--- config.mk ---
export PLATFORM = sky130hd
export DESIGN_NAME = qau_div_cell
export DESIGN_NICKNAME = d
export VERILOG_FILES = /design/src/hdl/quaternion_arithmetic_unit_defines.svh /design/src/hdl/qau_pkg.sv /design/src/hdl/qau_div_cell.sv
export SDC_FILE = /design/constraint.sdc
export NUM_CORES = 1
export LEC_CHECK = 0
export ABC_CLOCK_PERIOD_IN_PS = 29100
export BUFFER_PORTS_ARGS = -buffer_cell sky130_fd_sc_hd__buf_4
export CAP_MARGIN = 20
export CORE_AREA = 2 2 325 327
export CTS_BUF_LIST = sky130_fd_sc_hd__clkbuf_4 sky130_fd_sc_hd__clkbuf_8
export DETAILED_ROUTE_END_ITERATION = 7
export DIE_AREA = 0 0 327 329
export PLACE_DENSITY_LB_ADDON = 0.12
export SLEW_MARGIN = 20
export SYNTH_ARGS = -nofsm -noshare
export SYNTH_HDL_FRONTEND = slang
export SYNTH_SLANG_ARGS = --single-unit
--- constraint.sdc ---
create_clock -name clk -period 29.1 [get_ports clk]
set_input_delay 5.82 -clock clk [delete_from_list [all_inputs] [get_ports clk]]
set_output_delay 5.82 -clock clk [all_outputs]
set_load 0.01 [all_outputs]
--- src/hdl/quaternion_arithmetic_unit_defines.svh ---
// Assertion macros used by the quaternion unit top level.
`ifndef QUATERNION_ARITHMETIC_UNIT_DEFINES_SVH
`define QUATERNION_ARITHMETIC_UNIT_DEFINES_SVH

`ifndef ASSERT_OFF
// Same-cycle implication.
`define QAU_ASSERT_IMP(lbl, clk, rst_n, ante, cons) \
	lbl: assert property (@(posedge clk) disable iff (!rst_n) (ante) |-> (cons)) \
		else $error("qau assertion failed");
// Next-cycle implication.
`define QAU_ASSERT_NXT(lbl, clk, rst_n, ante, cons) \
	lbl: assert property (@(posedge clk) disable iff (!rst_n) (ante) |=> (cons)) \
		else $error("qau assertion failed");
`else
`define QAU_ASSERT_IMP(lbl, clk, rst_n, ante, cons)
`define QAU_ASSERT_NXT(lbl, clk, rst_n, ante, cons)
`endif

`endif

--- src/hdl/qau_pkg.sv ---
// Package: widths, command codes, pipeline records and helpers of the quaternion unit.
`timescale 1ns / 1ps
package qau_pkg;

	localparam int CW       = 16;                 // component width
	localparam int FB       = 12;                 // fraction bits
	localparam int SW       = 2 * CW + 1;         // sum of squares
	localparam int NW       = CW + 1;             // norm
	localparam int PW       = 2 * CW + 2;         // product sums
	localparam int QB       = CW + 2;             // doubled quotient plus overflow bit
	localparam int DW_A     = SW + CW + 1;
	localparam int DW_B     = CW + 2 * FB + 1;
	localparam int DW       = (DW_A > DW_B) ? DW_A : DW_B;
	localparam int SQ_CELLS = CW + 1;             // one root bit per cell
	localparam int DV_CELLS = QB;                 // one quotient bit per cell

	localparam logic [2:0] CMD_ADD  = 3'd0;
	localparam logic [2:0] CMD_SUB  = 3'd1;
	localparam logic [2:0] CMD_MUL  = 3'd2;
	localparam logic [2:0] CMD_CONJ = 3'd3;
	localparam logic [2:0] CMD_INV  = 3'd4;
	localparam logic [2:0] CMD_NRMZ = 3'd5;
	localparam logic [2:0] CMD_NORM = 3'd6;

	typedef logic signed [CW-1:0] comp_t;

	localparam comp_t CMAX = {1'b0, {(CW-1){1'b1}}};
	localparam comp_t CMIN = {1'b1, {(CW-1){1'b0}}};
	localparam logic signed [PW-1:0] RND_HALF = PW'(1) << (FB - 1);
	localparam logic [NW-1:0] NORM_MAX = NW'(1) << CW;

	typedef struct packed {
		comp_t val;
		logic  sat;
	} clip_t;

	// square-root chain record
	typedef struct packed {
		logic [2:0]          cmd;
		logic [3:0][CW-1:0]  r;
		logic                sat;
		logic [3:0][CW-1:0]  mag;
		logic [3:0]          neg;
		logic [SW-1:0]       s;
		logic [SW-1:0]       rem;
		logic [SW:0]         res;
		logic [SW-1:0]       sbit;
	} sq_t;

	// divider chain record
	typedef struct packed {
		logic [2:0]          cmd;
		logic [3:0][CW-1:0]  r;
		logic                sat;
		logic                dz;
		logic [NW-1:0]       norm;
		logic [DW-1:0]       dsh;
		logic [3:0][DW-1:0]  rem;
		logic [3:0][QB-1:0]  q;
		logic [3:0]          neg;
	} dv_t;

	function automatic clip_t clip_comp(input logic signed [PW-1:0] v);
		clip_t c;
		if (v > PW'(CMAX)) begin
			c.val = CMAX;
			c.sat = 1'b1;
		end else if (v < PW'(CMIN)) begin
			c.val = CMIN;
			c.sat = 1'b1;
		end else begin
			c.val = v[CW-1:0];
			c.sat = 1'b0;
		end
		return c;
	endfunction

endpackage

--- src/hdl/qau_div_cell.sv ---
// Divider cell: one restoring quotient bit for each of the four lanes.
`timescale 1ns / 1ps
module qau_div_cell (
	input  logic          clk,
	input  logic          arst_n,
	input  logic          in_valid,
	output logic          in_ready,
	input  qau_pkg::dv_t  in_data,
	output logic          out_valid,
	input  logic          out_ready,
	output qau_pkg::dv_t  out_data
);
	import qau_pkg::*;

	logic v_q;
	dv_t  d_q, nx;

	assign in_ready = !v_q || out_ready;
	assign out_valid = v_q;
	assign out_data = d_q;

	always_comb begin
		logic ge;
		nx = in_data;
		for (int i = 0; i < 4; i++) begin
			ge = in_data.rem[i] >= in_data.dsh;
			if (ge) nx.rem[i] = in_data.rem[i] - in_data.dsh;
			nx.q[i] = {in_data.q[i][QB-2:0], ge};
		end
		nx.dsh = in_data.dsh >> 1;
	end

	always_ff @(posedge clk or negedge arst_n) begin
		if (!arst_n) v_q <= 1'b0;
		else if (in_ready) v_q <= in_valid;
	end

	always_ff @(posedge clk) begin
		if (in_ready && in_valid) d_q <= nx;
	end

endmodule

==> results by group <==
Synthesis
  • Synth cell types: 84
  • Yosys reg bits: 412
  • Yosys Warn Count: 0
  • Post-synth EDFFs: 411
  • Synth Instances: 2543
  • Synthesized Nets: 3163
  • Mapped Area: 0.0259 mm²
  • Async SR Flop Fraction: 0.00243
  • Ys flop type: edfxtp_1
  • Sequential area share after synthesis: 0.477
  • Post-Syn Area per Cell: 10.2 µm²

Flow run
  • Max-cap violations: 0

STA
  • Hold WS: 0.724 ns
  • Final setup fails: 0
  • Final TNS setup: 0 ns
  • Final hold violations: 0
  • Worst Max-Slew Pin Slew: 0.949 ns
  • Max-slew headroom: 0.362
  • Fmax: 82.5 MHz
  • Final clock period utilization by the worst path: 0.416
  • RSZ-0062 raised after global routing: no
  • Max Slew Vio Count: 0
  • Final Skew: 0.0273 ns
  • Post-route minimum period: 12.12 ns

Worst setup path
  • Crit-path most repeated cell: buf_4
  • Worst Path Arrival: 6.30 ns
  • Crit path kind: primary input to primary output
  • CP max stage cell: nand2b_1
  • Worst path bufs/invs: 2
  • Crit start category: primary input
  • Worst reg2reg setup slack: 24.82 ns
  • CP required: 23.28 ns
  • CP max FO: 3
  • CP Cell Sequence: buf_4, nand2b_1, buf_4
  • Highest cell delay on the worst timing path: 0.18 ns
  • Kind of end point of the critical path: primary output
  • CP top delay family: buffers and inverters

Route
  • DR vias: 22.6k
  • Residual DRC count: 0
  • Vias per cell: 4.69
  • Drt pass-1 iters: 5
  • Detail Route Antenna Nets: 0
  • WL final: 118 mm
  • Wirelength per Cell: 24.4 µm
  • Initial detailed-routing violation count: 1494

Power and ir drop
  • Clk network pwr share: 0.337
  • PwrDens: 54.0 mW/mm²
  • Pleak: 0.0149 µW
  • Switching share of power: 0.324
  • Comb pwr share: 0.279
  • Sequential share of power: 0.384
  • Sw power: 616 µW
  • Peak supply drop: 0.0297 mV
  • Pint: 1290 µW

CTS
  • Post-CTS Hold Buffers: 0
  • Root Buffer: clkbuf_8
  • Cts bufs inserted: 84
  • Resized Gates After CTS: 0
  • Postcts setup bufs: 0
  • TritonCTS clock tree: yes
  • H-tree depth: 3
  • Clock tree sinks: 412
  • Max Buffers Root-to-Sink: 3
  • CTS clk-pin slew, worst paths: 0.06 ns
  • Clk Latency, worst-skew pair: 0.72 ns

Place
  • Gpl congestion: 0.867
  • Post-DP HPWL: 96.8 mm
  • Port bufs: 824

Outcome
  • Status: complete, no violations

Die
  • Cell Rows: 119
  • Number of I/O pins: 830
  • Die width: 327 µm
  • DIE AREA: 0.108 mm²
  • Initial core utilization: 0.248
  • Die Y: 329 µm
  • Core box area: 0.104 mm²

Finish
  • Sequential cell area: 0.0124 mm²
  • Final net count: 3972
  • Fillers: 10.9k
  • Fraction of layout cells with a size suffix above 1: 0.300
  • Area grow syn2layout: 36.0%
  • Multi-input gate area: 0.0127 mm²

Min path
  • Hold crit path type: register to register

Global route
  • GRT Total Usage: 0.208
  • First-pass GRT wire length: 160 mm
  • Vias in the first global route: 21.8k
  • Initial antenna violation count: 30
  • Grt ovf: 0
  • Largest net degree at the start of global routing: 81
## layout make-up
class	count	share of cell area
Inverter	113	0.0120
Antenna cell	13	0.000923
Clock inverter	42	0.00923
Multi-Input combinational cell	1903	0.360
Clock buffer	110	0.0392
Timing Repair Buffer	838	0.179
Tap cell	1391	0.0494
Sequential cell	412	0.351
## stage by stage
stage / std cells / cell area [µm²] / setup WS (ns) / util / total power, µW
finish: 4822 / 35300 / 16.98 / 0.338 / 1900
CTS: 4808 / 35200 / 16.99 / 0.337 / 1940
detailed placement: 4656 / 33500 / 16.99 / 0.321 / 1280
global placement: 4656 / 33500 / 16.99 / 0.321 / 1280
floorplan: 2543 / 25900 / 12.93 / - / 1060
global route: 4812 / 35200 / 16.94 / 0.338 / 2010
## cell usage after synthesis, drive strengths merged, types with 7 or more instances
cell type,instances,share of area
xor2,62,0.021
nand4,57,0.014
ha,200,0.097
nand2b,26,0.0063
a21boi,8,0.0023
a31oi,20,0.0048
and3,18,0.0043
nor2,180,0.026
buf,20,0.0050
a21o,98,0.028
o21ai,209,0.040
clkbuf,95,0.014
nor2b,26,0.0063
a221oi,11,0.0040
o21a,21,0.0061
nor4,9,0.0022
o211ai,16,0.0048
o31ai,17,0.0049
inv,113,0.016
nand2,240,0.035
a21oi,302,0.059
and2,10,0.0024
nor3,29,0.0056
a211oi,14,0.0041
edfxtp,411,0.48
nand3,39,0.0075
or2,8,0.0019
o21bai,33,0.0096
o221ai,7,0.0024
xnor2,116,0.039
mux2,29,0.014
or3,9,0.0022
## layout by cell type, fill, tap and decap left out, types with 57 or more instances in the layout
cell type  Yosys  final
clkbuf_8       0     89
buf_4          2    837
edfxtp_1     411    411
xnor2_1      116    116
nand2_1      240    240
nor2_1       179    179
nand4_1       57     57
a21oi_1      301    301
inv_1        112    112
ha_1         200    200
a21o_1        98     98
o21ai_0      207    207
xor2_1        62     62
## sequential cells by signal (all words and copies together) (netlist names)
signal and count:
out_valid 1, out_data 411
## path summary, 6_finish.rpt
| kind | from | end | cells after the start |
|---|---|---|---|
| min | out_valid | out_valid | 2 |
| max | out_ready | in_ready | 3 |
| min in group asynchronous | arst_n | out_valid | 1 |
| max in group asynchronous | arst_n | out_valid | 1 |
| max reg2reg | out_valid | out_data[219] | 6 |
| min reg2reg | out_valid | out_valid | 2 |
## layer usage
| metal | part of all wire | wire length, µm | track usage |
|---|---|---|---|
| met1 | 0.39 | 46200 | 0.240 |
| met2 | 0.49 | 57500 | 0.360 |
| met3 | 0.087 | 10200 | 0.0710 |
| met4 | 0.030 | 3500 | 0.0701 |
| met5 | 0.0016 | 189 | 0 |
## cells by family after synthesis
kind of cell             synth area share
flip-flops                          0.477
buffers and inverters              0.0352
adder cells (fa/ha/maj)            0.0996
AND/OR/NAND/NOR                     0.119
XOR/XNOR                           0.0601
other                            0.000145
multiplexers                       0.0160
AO/OA/AOI/OAI                       0.193
## power by group through the flow
| stage | clock network, µW | logic (µW) | registers (µW) |
|---|---|---|---|
| global placement | 0 | 535 | 744 |
| detailed placement | 0 | 533 | 744 |
| finish | 641 | 530 | 732 |
| global route | 690 | 581 | 736 |
| CTS | 670 | 536 | 733 |
| floorplan | 0 | 279 | 779 |
## worst reg2reg max path: stages (launching register included)
cell and delay [ns]:
dfrtp_1 0.46, nand2b_1 0.16, and2_4 0.66, buf_4 0.77, buf_4 0.69, buf_12 0.33
buf_4 0.73
Note: power is estimated with default switching activity, not from simulation.
