==> config.mk <==
export PLATFORM = sky130hd
export DESIGN_NAME = qau_sqrt_cell
export DESIGN_NICKNAME = d
export VERILOG_FILES = /design/src/hdl/quaternion_arithmetic_unit_defines.svh /design/src/hdl/qau_pkg.sv /design/src/hdl/qau_sqrt_cell.sv
export SDC_FILE = /design/constraint.sdc
export NUM_CORES = 1
export LEC_CHECK = 0
export ABC_CLOCK_PERIOD_IN_PS = 7600
export BUFFER_PORTS_ARGS = -buffer_cell sky130_fd_sc_hd__buf_2
export CELL_PAD_IN_SITES_DETAIL_PLACEMENT = 1
export CELL_PAD_IN_SITES_GLOBAL_PLACEMENT = 1
export CORE_AREA = 4 4 246 176
export DETAILED_ROUTE_END_ITERATION = 12
export DIE_AREA = 0 0 250 180
export PLACE_DENSITY_LB_ADDON = 0.25
export SLEW_MARGIN = 20
export SYNTH_ARGS = -nofsm -noshare
export SYNTH_HDL_FRONTEND = slang
export SYNTH_SLANG_ARGS = --single-unit
==> constraint.sdc <==
create_clock -name clk -period 7.6 [get_ports clk]
set_input_delay 1.52 -clock clk [delete_from_list [all_inputs] [get_ports clk]]
set_output_delay 1.52 -clock clk [all_outputs]
set_load 0.05 [all_outputs]
==> src/hdl/quaternion_arithmetic_unit_defines.svh <==
// Assertion macros used by the quaternion unit top level.
`ifndef QUATERNION_ARITHMETIC_UNIT_DEFINES_SVH
`define QUATERNION_ARITHMETIC_UNIT_DEFINES_SVH

`ifndef ASSERT_OFF
// Same-cycle implication.
`define QAU_ASSERT_IMP(lbl, clk, rst_n, ante, cons) \
	lbl: assert property (@(posedge clk) disable iff (!rst_n) (ante) |-> (cons)) \
		else $error("qau assertion failed");
// Next-cycle implication.
`define QAU_ASSERT_NXT(lbl, clk, rst_n, ante, cons) \
	lbl: assert property (@(posedge clk) disable iff (!rst_n) (ante) |=> (cons)) \
		else $error("qau assertion failed");
`else
`define QAU_ASSERT_IMP(lbl, clk, rst_n, ante, cons)
`define QAU_ASSERT_NXT(lbl, clk, rst_n, ante, cons)
`endif

`endif

==> src/hdl/qau_pkg.sv <==
// Package: widths, command codes, pipeline records and helpers of the quaternion unit.
`timescale 1ns / 1ps
package qau_pkg;

	localparam int CW       = 16;                 // component width
	localparam int FB       = 12;                 // fraction bits
	localparam int SW       = 2 * CW + 1;         // sum of squares
	localparam int NW       = CW + 1;             // norm
	localparam int PW       = 2 * CW + 2;         // product sums
	localparam int QB       = CW + 2;             // doubled quotient plus overflow bit
	localparam int DW_A     = SW + CW + 1;
	localparam int DW_B     = CW + 2 * FB + 1;
	localparam int DW       = (DW_A > DW_B) ? DW_A : DW_B;
	localparam int SQ_CELLS = CW + 1;             // one root bit per cell
	localparam int DV_CELLS = QB;                 // one quotient bit per cell

	localparam logic [2:0] CMD_ADD  = 3'd0;
	localparam logic [2:0] CMD_SUB  = 3'd1;
	localparam logic [2:0] CMD_MUL  = 3'd2;
	localparam logic [2:0] CMD_CONJ = 3'd3;
	localparam logic [2:0] CMD_INV  = 3'd4;
	localparam logic [2:0] CMD_NRMZ = 3'd5;
	localparam logic [2:0] CMD_NORM = 3'd6;

	typedef logic signed [CW-1:0] comp_t;

	localparam comp_t CMAX = {1'b0, {(CW-1){1'b1}}};
	localparam comp_t CMIN = {1'b1, {(CW-1){1'b0}}};
	localparam logic signed [PW-1:0] RND_HALF = PW'(1) << (FB - 1);
	localparam logic [NW-1:0] NORM_MAX = NW'(1) << CW;

	typedef struct packed {
		comp_t val;
		logic  sat;
	} clip_t;

	// square-root chain record
	typedef struct packed {
		logic [2:0]          cmd;
		logic [3:0][CW-1:0]  r;
		logic                sat;
		logic [3:0][CW-1:0]  mag;
		logic [3:0]          neg;
		logic [SW-1:0]       s;
		logic [SW-1:0]       rem;
		logic [SW:0]         res;
		logic [SW-1:0]       sbit;
	} sq_t;

	// divider chain record
	typedef struct packed {
		logic [2:0]          cmd;
		logic [3:0][CW-1:0]  r;
		logic                sat;
		logic                dz;
		logic [NW-1:0]       norm;
		logic [DW-1:0]       dsh;
		logic [3:0][DW-1:0]  rem;
		logic [3:0][QB-1:0]  q;
		logic [3:0]          neg;
	} dv_t;

	function automatic clip_t clip_comp(input logic signed [PW-1:0] v);
		clip_t c;
		if (v > PW'(CMAX)) begin
			c.val = CMAX;
			c.sat = 1'b1;
		end else if (v < PW'(CMIN)) begin
			c.val = CMIN;
			c.sat = 1'b1;
		end else begin
			c.val = v[CW-1:0];
			c.sat = 1'b0;
		end
		return c;
	endfunction

endpackage

==> src/hdl/qau_sqrt_cell.sv <==
// Square-root cell: settles one bit of the integer root per stage.
`timescale 1ns / 1ps
module qau_sqrt_cell (
	input  logic          clk,
	input  logic          arst_n,
	input  logic          in_valid,
	output logic          in_ready,
	input  qau_pkg::sq_t  in_data,
	output logic          out_valid,
	input  logic          out_ready,
	output qau_pkg::sq_t  out_data
);
	import qau_pkg::*;

	logic v_q;
	sq_t  d_q, nx;

	assign in_ready = !v_q || out_ready;
	assign out_valid = v_q;
	assign out_data = d_q;

	always_comb begin
		logic [SW+1:0] t;
		logic          ge;
		nx = in_data;
		t = (SW+2)'(in_data.res) + (SW+2)'(in_data.sbit);
		ge = (SW+2)'(in_data.rem) >= t;
		if (ge) begin
			nx.rem = in_data.rem - t[SW-1:0];
			nx.res = (in_data.res >> 1) + (SW+1)'(in_data.sbit);
		end else begin
			nx.res = in_data.res >> 1;
		end
		nx.sbit = in_data.sbit >> 2;
	end

	always_ff @(posedge clk or negedge arst_n) begin
		if (!arst_n) v_q <= 1'b0;
		else if (in_ready) v_q <= in_valid;
	end

	always_ff @(posedge clk) begin
		if (in_ready && in_valid) d_q <= nx;
	end

endmodule

==> metrics.cfg, run 1 <==
[outcome]
outcome=finished clean

[timing]
slew_headroom_pct=35.5
slew_violations=0
worst-slew-pin-transition_ns=0.967
setup_slack_ns=0.974
fin_worst_skew_ns=0.0150
fin_crit_sh_pct=87.2
setup_viol=0
timing.setup.tns_ns=0
rsz0062_at_grt=false
min_period_ns=6.63
max_clock_freq_mhz=151
hold_viol=0

[setup_path]
crit_type=in -> reg
cp-end-kind=flop
cp-start-kind=input port
worstPathArrival_ns=6.94
critPathMaxFanout=23
cp.required_ns=7.91

[global_route]
grtUsageTotal_pct=20.4
grt_overflow=0
antenna_found_initial=8
grt_pass1_vias=11484
grt_max_degree=171
grt_pass1_wl_um=72100

[synth]
yosysSeqAreaShare_pct=56.9
synth_area_leaders=edfxtp_1 (57%), ha_1 (8.8%), a21oi_1 (3.3%)
synthDistinctLibCells=82
avgSynthCellArea_um2=13.3
synth_top_area_share_pct=56.7
async_flop_share_pct=0.373
yosys_warnings=0
synth-edff-count=267
yosys.area.top_type=edfxtp_1
ys_seq_elements=268
synth_flop_cell=edfxtp_1
syn_area_um2=14100
syn_inst=1067

[pwr]
p_total_uw=4730
power.leakage_uw=0.00794
irDropWorstVdd_mv=0.162
power_density_nw_per_um2=257

[placement]
gp_congestion=0.846
io_buffers=541
hpwl_um=38800
dpl.cell_count=2144
dp_slack_ns=0.417

[layout]
fillCellCount=4471
multi_input_area_um2=5850
areaGrowthSynthToFinish_pct=30.1
drive_gt1_share_pct=41.1
fin_cells=2200
seq_area_um2=8040
final_nets=2006

[die]
dieHeight_um=180
num_rows=62
core_region_area_um2=40700
die_area_um2=45000
start_util_pct=34.7
io_pins=544
dieWidth_um=250

[clock_network]
cts_resized=0
htreeDepth=1
hold_buffers=0
ctsRootBufferMaster=clkbuf_16
clk_path_buf_depth=3
clkSlewWorstSetupHoldPaths_ns=0.06
cts_tree=done
clk_latency_ns=0.57
cts_sinks=268
cts_buffers=29
post_cts_buffers=0

[route]
num_vias=11044
ant_nets=0
wire_per_inst_um=21.7
drc_errors=0
wl_um=47700
avgViaCountPerCell=5.02
firstDrtPassIters=5
drtIter0Drc=783

[worst_hold_path]
hp-class=reg -> reg

[job]
drv_cap=0

[cells in the final DEF, fill, tap and decap left out, types with 14 or more instances in the layout]
master / count
nand2b_1: 18
clkbuf_16: 29
inv_1: 29
mux2_2: 37
mux2_4: 23
xor2_1: 29
nor2_1: 60
a21o_1: 28
buf_2: 541
xnor2_1: 51
ha_1: 99
o21ai_0: 59
nand3_1: 14
a21oi_1: 94
edfxtp_1: 267
o21bai_1: 20
nand2_1: 56
[critical path, cell delays in order]
cell and delay (ns):
buf_2 0.09, ha_1 0.19, inv_1 0.07, fa_1 0.40, nand2b_1 0.18, a21oi_1 0.19, o21bai_1 0.16, a2111oi_2 0.57
o21bai_1 0.18, a21oi_1 0.29, nor2_1 0.11, xor2_1 0.24, ha_1 0.34, a21o_1 0.20, a21oi_1 0.29, nor2_1 0.07
a21oi_1 0.22, o311ai_4 0.16, o311ai_4 0.33, or2_4 0.49, buf_4 0.28, mux2_2 0.36
[report_power, final]
group          switching [uW]  internal [uW]  total [uW]  leakage [uW]
Clock                     614            780        1390      0.000450
Combinational            1000            540        1540       0.00494
Sequential               26.2           1770        1800       0.00255
Total                    1640           3090        4730       0.00794
[cells in the mapped netlist, drive strengths merged, types with 5 or more instances]
cell type and number:
nand4 7, edfxtp 267, buf 12, o21ai 63, xor2 29, xnor2 51, o21a 12, mux2 60
o211ai 10, a21o 28, a31oi 5, nand3 15, nand2b 18, nor2b 12, o21bai 20, o31ai 9
or3 6, nor3 10, inv 29, and2 5, nor2 60, and3 13, a21oi 96, a211oi 10
ha 99, nand2 57
[final cells by class]
class / count / share of cell area, %
timing repair buffer: 548 / 15.1
antenna: 3 / 0.0408
inverter: 29 / 0.591
clock inverter: 19 / 0.999
tap: 544 / 3.70
sequential: 268 / 43.7
clock buffer: 34 / 4.04
multi-input combinational: 755 / 31.8
[registers in the layout (all words and copies together) (netlist names)]
name and flops:
out_data 267, out_valid 1
[path summary, 6_finish.rpt]
check / start / end / slack, ns / depth (start not counted)
worst max-delay path: in_data[0] / out_data[51] / 0.97 / 22
worst min-delay path: out_valid / out_valid / 0.55 / 2
worst max register to register: out_valid / out_data[58] / 5.34 / 3
worst min register to register: out_valid / out_valid / 0.55 / 2
max in group asynchronous: arst_n / out_valid / 6.79 / 1
min in group asynchronous: arst_n / out_valid / 0.73 / 1
[per-stage QoR]
stage          hold slack [ns]  area, um2  util [%]
6_report                 0.551      18400      45.2
3_3_place_gp             0.514      17500      42.9
4_1_cts                  0.550      18400      45.2
5_1_grt                  0.584      18400      45.2
3_5_place_dp             0.535      17500      42.9
2_1_floorplan             1.17      14100         -
[logic make-up after synthesis]
logic type | synth area share [%]
other cells | 0.0265
compound gates | 13.7
flops | 56.9
mux | 5.60
simple gates | 7.85
fa+ha+maj | 9.18
buf+inv | 1.82
xor+xnor | 4.95
[routing by layer]
metal | up-vias | routed length [um] | part of all wire (%) | track usage, %
met5 | - | 60 | 0.13 | 0
met4 | 10 | 1070 | 2.2 | 4.41
met3 | 70 | 2680 | 5.6 | 4.49
met2 | 301 | 22800 | 48 | 34.2
met1 | 5419 | 21200 | 44 | 27.3
li1 | 5244 | - | - | -
Power figures use the tool's default switching activity.
==> run 2: changes to the inputs <==
--- a/config.mk
+++ b/config.mk
@@ -10,8 +10,10 @@
 export CELL_PAD_IN_SITES_DETAIL_PLACEMENT = 1
 export CELL_PAD_IN_SITES_GLOBAL_PLACEMENT = 1
 export CORE_AREA = 4 4 246 176
+export CTS_BUF_LIST = sky130_fd_sc_hd__clkbuf_8 sky130_fd_sc_hd__clkbuf_16
 export DETAILED_ROUTE_END_ITERATION = 12
 export DIE_AREA = 0 0 250 180
+export MAX_ROUTING_LAYER = met4
 export PLACE_DENSITY_LB_ADDON = 0.25
 export SLEW_MARGIN = 20
 export SYNTH_ARGS = -nofsm -noshare
==> metrics.cfg, run 2 (synthesized netlist as in run 1, its figures left out) <==
[setup_path]
critPathTopFamily=compound AO/OA/AOI/OAI gates
cp-start-kind=input port
max_stage_delay_ns=0.57  ; about the same
crit_buf_inv=3  ; unchanged
worstPathArrival_ns=6.96  ; +0.02 ns
cp.required_ns=7.91  ; about the same
crit_type=in -> reg
worstPathCellList=buf_2 -> ha_1 -> inv_1 -> fa_1 -> nand2b_1 -> a21oi_1 -> o21bai_1 -> a2111oi_2 -> o21bai_1 -> a21oi_1 -> nor2_1 -> xor2_1 -> ha_1 -> a21o_1 -> a21oi_1 -> nor2_1 -> a21oi_1 -> o311ai_4 -> o311ai_4 -> or2_4 -> buf_4 -> mux2_2
cp-end-kind=flop
critPathMaxFanout=23  ; unchanged
crit_path_frequent_cell=a21oi_1
rrSetupSlack_ns=5.34  ; about the same
critPathSlowestCell=a2111oi_2

[die]
dieWidth_um=250  ; unchanged
die_area_um2=45000  ; unchanged
start_util_pct=34.7  ; unchanged
num_rows=62  ; unchanged
io_pins=544  ; unchanged
dieHeight_um=180  ; unchanged
core_region_area_um2=40700  ; unchanged

[clock_network]
htreeDepth=1  ; unchanged
hold_buffers=0  ; unchanged
cts_sinks=268  ; unchanged
clk_path_buf_depth=3  ; unchanged
cts_buffers=29  ; unchanged
ctsRootBufferMaster=clkbuf_16
post_cts_buffers=0  ; unchanged
clk_latency_ns=0.57  ; about the same
clkSlewWorstSetupHoldPaths_ns=0.06  ; about the same
cts_resized=0  ; unchanged
cts_tree=done

[route]
drtIter0Drc=723  ; -7.7%
wire_per_inst_um=21.6  ; -0.32%
ant_nets=0  ; unchanged
wl_um=47700  ; about the same
avgViaCountPerCell=4.97  ; -0.93%
firstDrtPassIters=5  ; unchanged
drc_errors=0  ; unchanged
num_vias=10966  ; -0.71%

[timing]
fin_worst_skew_ns=0.0163  ; +0.00127 ns
hold_viol=0  ; unchanged
max_clock_freq_mhz=150  ; -0.42%
slew_headroom_pct=37.5  ; +2.0 points
rsz0062_at_grt=false
timing.setup.tns_ns=0  ; unchanged
slew_violations=0  ; unchanged
fin_crit_sh_pct=87.5  ; +0.37 points
setup_viol=0  ; unchanged
min_period_ns=6.65  ; +0.0282 ns
worst-slew-pin-transition_ns=0.937  ; -0.0300 ns

[placement]
io_buffers=541  ; unchanged
dpl.cell_count=2144  ; unchanged
hpwl_um=38800  ; unchanged
gp_congestion=0.860  ; +1.6%

[pwr]
irDropWorstVdd_mv=0.162  ; about the same
power_density_nw_per_um2=257  ; -0.18%
power.leakage_uw=0.00796  ; +0.26%

[worst_hold_path]
hp-class=reg -> reg

[layout]
fin_cells=2205  ; +0.23%
final_nets=2006  ; unchanged
drive_gt1_share_pct=41.1  ; unchanged
areaGrowthSynthToFinish_pct=30.2  ; about the same
fillCellCount=4474  ; +0.067%
final_common_cell=buf_2
mostFrequentLayoutCells=buf_2 (541), edfxtp_1 (267), ha_1 (99), a21oi_1 (94), nor2_1 (60)
largest_reg_flops=267  ; unchanged

[global_route]
grt_pass1_vias=11507  ; +0.20%
grt_max_degree=171  ; unchanged
grt_pass1_wl_um=72000  ; -0.11%
grtUsageTotal_pct=21.0  ; +0.60 points
antenna_found_initial=8  ; unchanged
grt_overflow=0  ; unchanged

[job]
drv_cap=0  ; unchanged

[outcome]
outcome=finished clean

-- run 2: power breakdown --
part | total [uW] | switching [uW] | internal, uW
Combinational | 1540 | 1000 | 540
Clock | 1390 | 616 | 773
Sequential | 1790 | 26.2 | 1770
-- run 2: path summary, 6_finish.rpt --
kind,startpoint,endpoint,depth (start not counted)
worst max-delay path,in_data[0],out_data[51],22
worst min-delay path,out_valid,out_valid,2
worst max register to register,out_valid,out_data[58],3
worst min register to register,out_valid,out_valid,2
max in group asynchronous,arst_n,out_valid,1
min in group asynchronous,arst_n,out_valid,1
-- run 2: tightest hold or removal path, cell delays in order (launching register included) --
cell and delay (ns):
dfrtp_1 0.35, nand2b_1 0.09, nand2b_1 0.08
-- run 2: metal layers --
metal / routed length (um) / track usage [%] / vias up
met5: 0 / - / -
met4: 922 / 4.41 / 0
met3: 2510 / 4.32 / 55
met2: 22800 / 34.3 / 277
met1: 21400 / 27.3 / 5385
li1: - / - / 5249
-- run 2: area by class of cell --
class	instances	area [um2]	share of cell area, %
multi-input cells	755	5850	31.8
inverters	29	109	0.591
clock buffers	29	726	3.94
flip-flops and latches	268	8040	43.7
well taps	544	681	3.70
clock inverters	24	203	1.10
diodes	8	20.0	0.109
repair buffers	548	2790	15.1
-- run 2: metrics by stage --
| stage | area (um2) | hold WS (ns) | power (uW) | util (%) | worst slack, ns |
|---|---|---|---|---|---|
| 2_1_floorplan | 14100 | 1.17 | 2980 | - | 1.39 |
| 3_3_place_gp | 17500 | 0.514 | 3340 | 42.9 | 0.549 |
| 3_5_place_dp | 17500 | 0.535 | 3370 | 42.9 | 0.417 |
| 4_1_cts | 18400 | 0.550 | 4790 | 45.2 | 1.01 |
| 5_1_grt | 18400 | 0.584 | 4980 | 45.2 | 0.514 |
| 6_report | 18400 | 0.551 | 4730 | 45.2 | 0.946 |
==> run 3: changes to the inputs <==
--- a/config.mk
+++ b/config.mk
@@ -15,6 +15,7 @@
 export DIE_AREA = 0 0 250 180
 export MAX_ROUTING_LAYER = met4
 export PLACE_DENSITY_LB_ADDON = 0.25
+export RECOVER_POWER = 25
 export SLEW_MARGIN = 20
 export SYNTH_ARGS = -nofsm -noshare
 export SYNTH_HDL_FRONTEND = slang
==> metrics.cfg, run 3 (synthesized netlist as in run 1, its figures left out) <==
[outcome]
outcome=finished clean

[layout]
largest_reg_flops=267  ; unchanged
final_nets=2006  ; unchanged
final_common_cell=buf_2
fillCellCount=4484  ; +0.22%
areaGrowthSynthToFinish_pct=29.9
fin_util_pct=45.1  ; -0.12 points
mostFrequentLayoutCells=buf_2 (502), edfxtp_1 (267), ha_1 (99), a21oi_1 (94), nor2_1 (60)
drive_gt1_share_pct=38.7  ; -2.4 points
fin_area_um2=18400  ; -0.26%

[worst_hold_path]
holdPathEnd=out_valid
min-delay-start=out_valid
min_path_cells=2  ; unchanged
hp-class=reg -> reg

[clock_network]
clk_path_buf_depth=3  ; unchanged
ctsRootBufferMaster=clkbuf_16
cts_tree=done
clkSlewWorstSetupHoldPaths_ns=0.06  ; about the same
cts_resized=0  ; unchanged
hold_buffers=0  ; unchanged
cts_buffers=29  ; unchanged
clk_latency_ns=0.57  ; about the same
htreeDepth=1  ; unchanged
post_cts_buffers=0  ; unchanged
cts_sinks=268  ; unchanged

[setup_path]
worstPathArrival_ns=6.94  ; -0.02 ns
cp-start-kind=input port
worstReg2RegStart=out_valid
cp.required_ns=7.91  ; about the same
reg2reg_to=out_data[58]
critPathMaxFanout=23  ; unchanged
crit_type=in -> reg
reg2reg_depth=3  ; unchanged
rrSetupSlack_ns=5.33  ; about the same
cp-end-kind=flop
critPathSlowestCell=a2111oi_2
worstPathCellList=buf_2 -> ha_1 -> inv_1 -> fa_1 -> nand2b_1 -> a21oi_1 -> o21bai_1 -> a2111oi_2 -> o21bai_1 -> a21oi_1 -> nor2_1 -> xor2_1 -> ha_1 -> a21o_1 -> a21oi_1 -> nor2_1 -> a21oi_1 -> o311ai_4 -> o311ai_4 -> or2_4 -> buf_4 -> mux2_2
max_stage_delay_ns=0.57  ; about the same
crit_path_frequent_cell=a21oi_1

[timing]
timing.setup.tns_ns=0  ; unchanged
fin_crit_sh_pct=87.3  ; -0.27 points
worst-slew-pin-transition_ns=0.956  ; +0.0187 ns
hold_viol=0  ; unchanged
min_period_ns=6.63  ; -0.0209 ns
rsz0062_at_grt=false
setup_viol=0  ; unchanged
slew_violations=0  ; unchanged
fin_worst_skew_ns=0.0159  ; -0.000328 ns
slew_headroom_pct=36.3  ; -1.2 points
max_clock_freq_mhz=151  ; +0.31%

[global_route]
grt_max_degree=171  ; unchanged
grt_overflow=0  ; unchanged
antenna_found_initial=8  ; unchanged
grt_pass1_vias=11507  ; unchanged
grtUsageTotal_pct=21.0  ; unchanged
grt_pass1_wl_um=72000  ; unchanged

[die]
core_region_area_um2=40700  ; unchanged
io_pins=544  ; unchanged
die_area_um2=45000  ; unchanged
dieHeight_um=180  ; unchanged
start_util_pct=34.7  ; unchanged
num_rows=62  ; unchanged
dieWidth_um=250  ; unchanged

[job]
drv_cap=0  ; unchanged

[route]
num_vias=10990  ; +0.22%
firstDrtPassIters=5  ; unchanged
drtIter0Drc=701  ; -3.0%
ant_nets=0  ; unchanged
wire_per_inst_um=21.6  ; about the same
avgViaCountPerCell=4.98  ; +0.22%
drc_errors=0  ; unchanged
wl_um=47700  ; about the same

[placement]
hpwl_um=38800  ; unchanged
gp_congestion=0.860  ; unchanged
place_area_um2=17500  ; unchanged
io_buffers=541  ; unchanged

[pwr]
irDropWorstVdd_mv=0.162  ; about the same
power_density_nw_per_um2=257  ; +0.20%
power.leakage_uw=0.00786  ; -1.3%

run 3: cell count changes in the layout (fill, tap and decap cells not counted):
cell / before / now
buf_2: 541 / 502
clkbuf_1: 0 / 39
run 3: routing by layer:
metal	global-route usage (%)	share of wire (%)	vias up
met5	-	0	-
met4	4.41	1.9	0
met2	34.3	48	285
li1	-	-	5250
met1	27.3	45	5400
met3	4.32	5.3	55
run 3: worst max path at each step:
stage	start	end	slack [ns]	cells after the start
4_1_cts	in_data[0]	out_data[72]	1.01	22
2_1_floorplan	in_data[0]	out_data[73]	1.39	24
6_report	in_data[0]	out_data[51]	0.97	22
3_3_place_gp	in_data[0]	out_data[45]	0.55	22
5_1_grt	in_data[0]	out_data[51]	0.51	22
3_5_place_dp	in_data[0]	out_data[72]	0.42	22
run 3: stage by stage:
step,total power [uW],setup WS (ns),hold WS (ns),instances
floorplan,2980,1.39,1.17,1068
global placement,3340,0.549,0.514,2144
detailed placement,3370,0.417,0.535,2144
CTS,4790,1.01,0.550,2197
global route,4980,0.514,0.584,2205
finish,4720,0.967,0.551,2205
run 3: area by class of cell:
cell class                 count  area (um2)  area share (%)
inverter                      29         109           0.593
multi-input combinational    755        5850            31.9
clock buffer                  29         726            3.95
sequential                   268        8040            43.8
tap                          544         681            3.71
antenna                        8        20.0           0.109
clock inverter                24         203            1.10
timing repair buffer         548        2740            14.9
run 3: power by group:
group / internal [uW] / total (uW) / switching (uW)
Clock: 773 / 1390 / 617
Combinational: 537 / 1540 / 1000
Sequential: 1770 / 1790 / 26.2
Total: 3080 / 4720 / 1650
run 3: worst max-delay path, delay by kind of cell:
kind | cells | cell delay (ns)
buffers and inverters | 3 | 0.44
XOR/XNOR | 1 | 0.24
AO/OA/AOI/OAI | 10 | 2.59
adder cells (fa/ha/maj) | 3 | 0.93
multiplexers | 1 | 0.36
AND/OR/NAND/NOR | 4 | 0.85
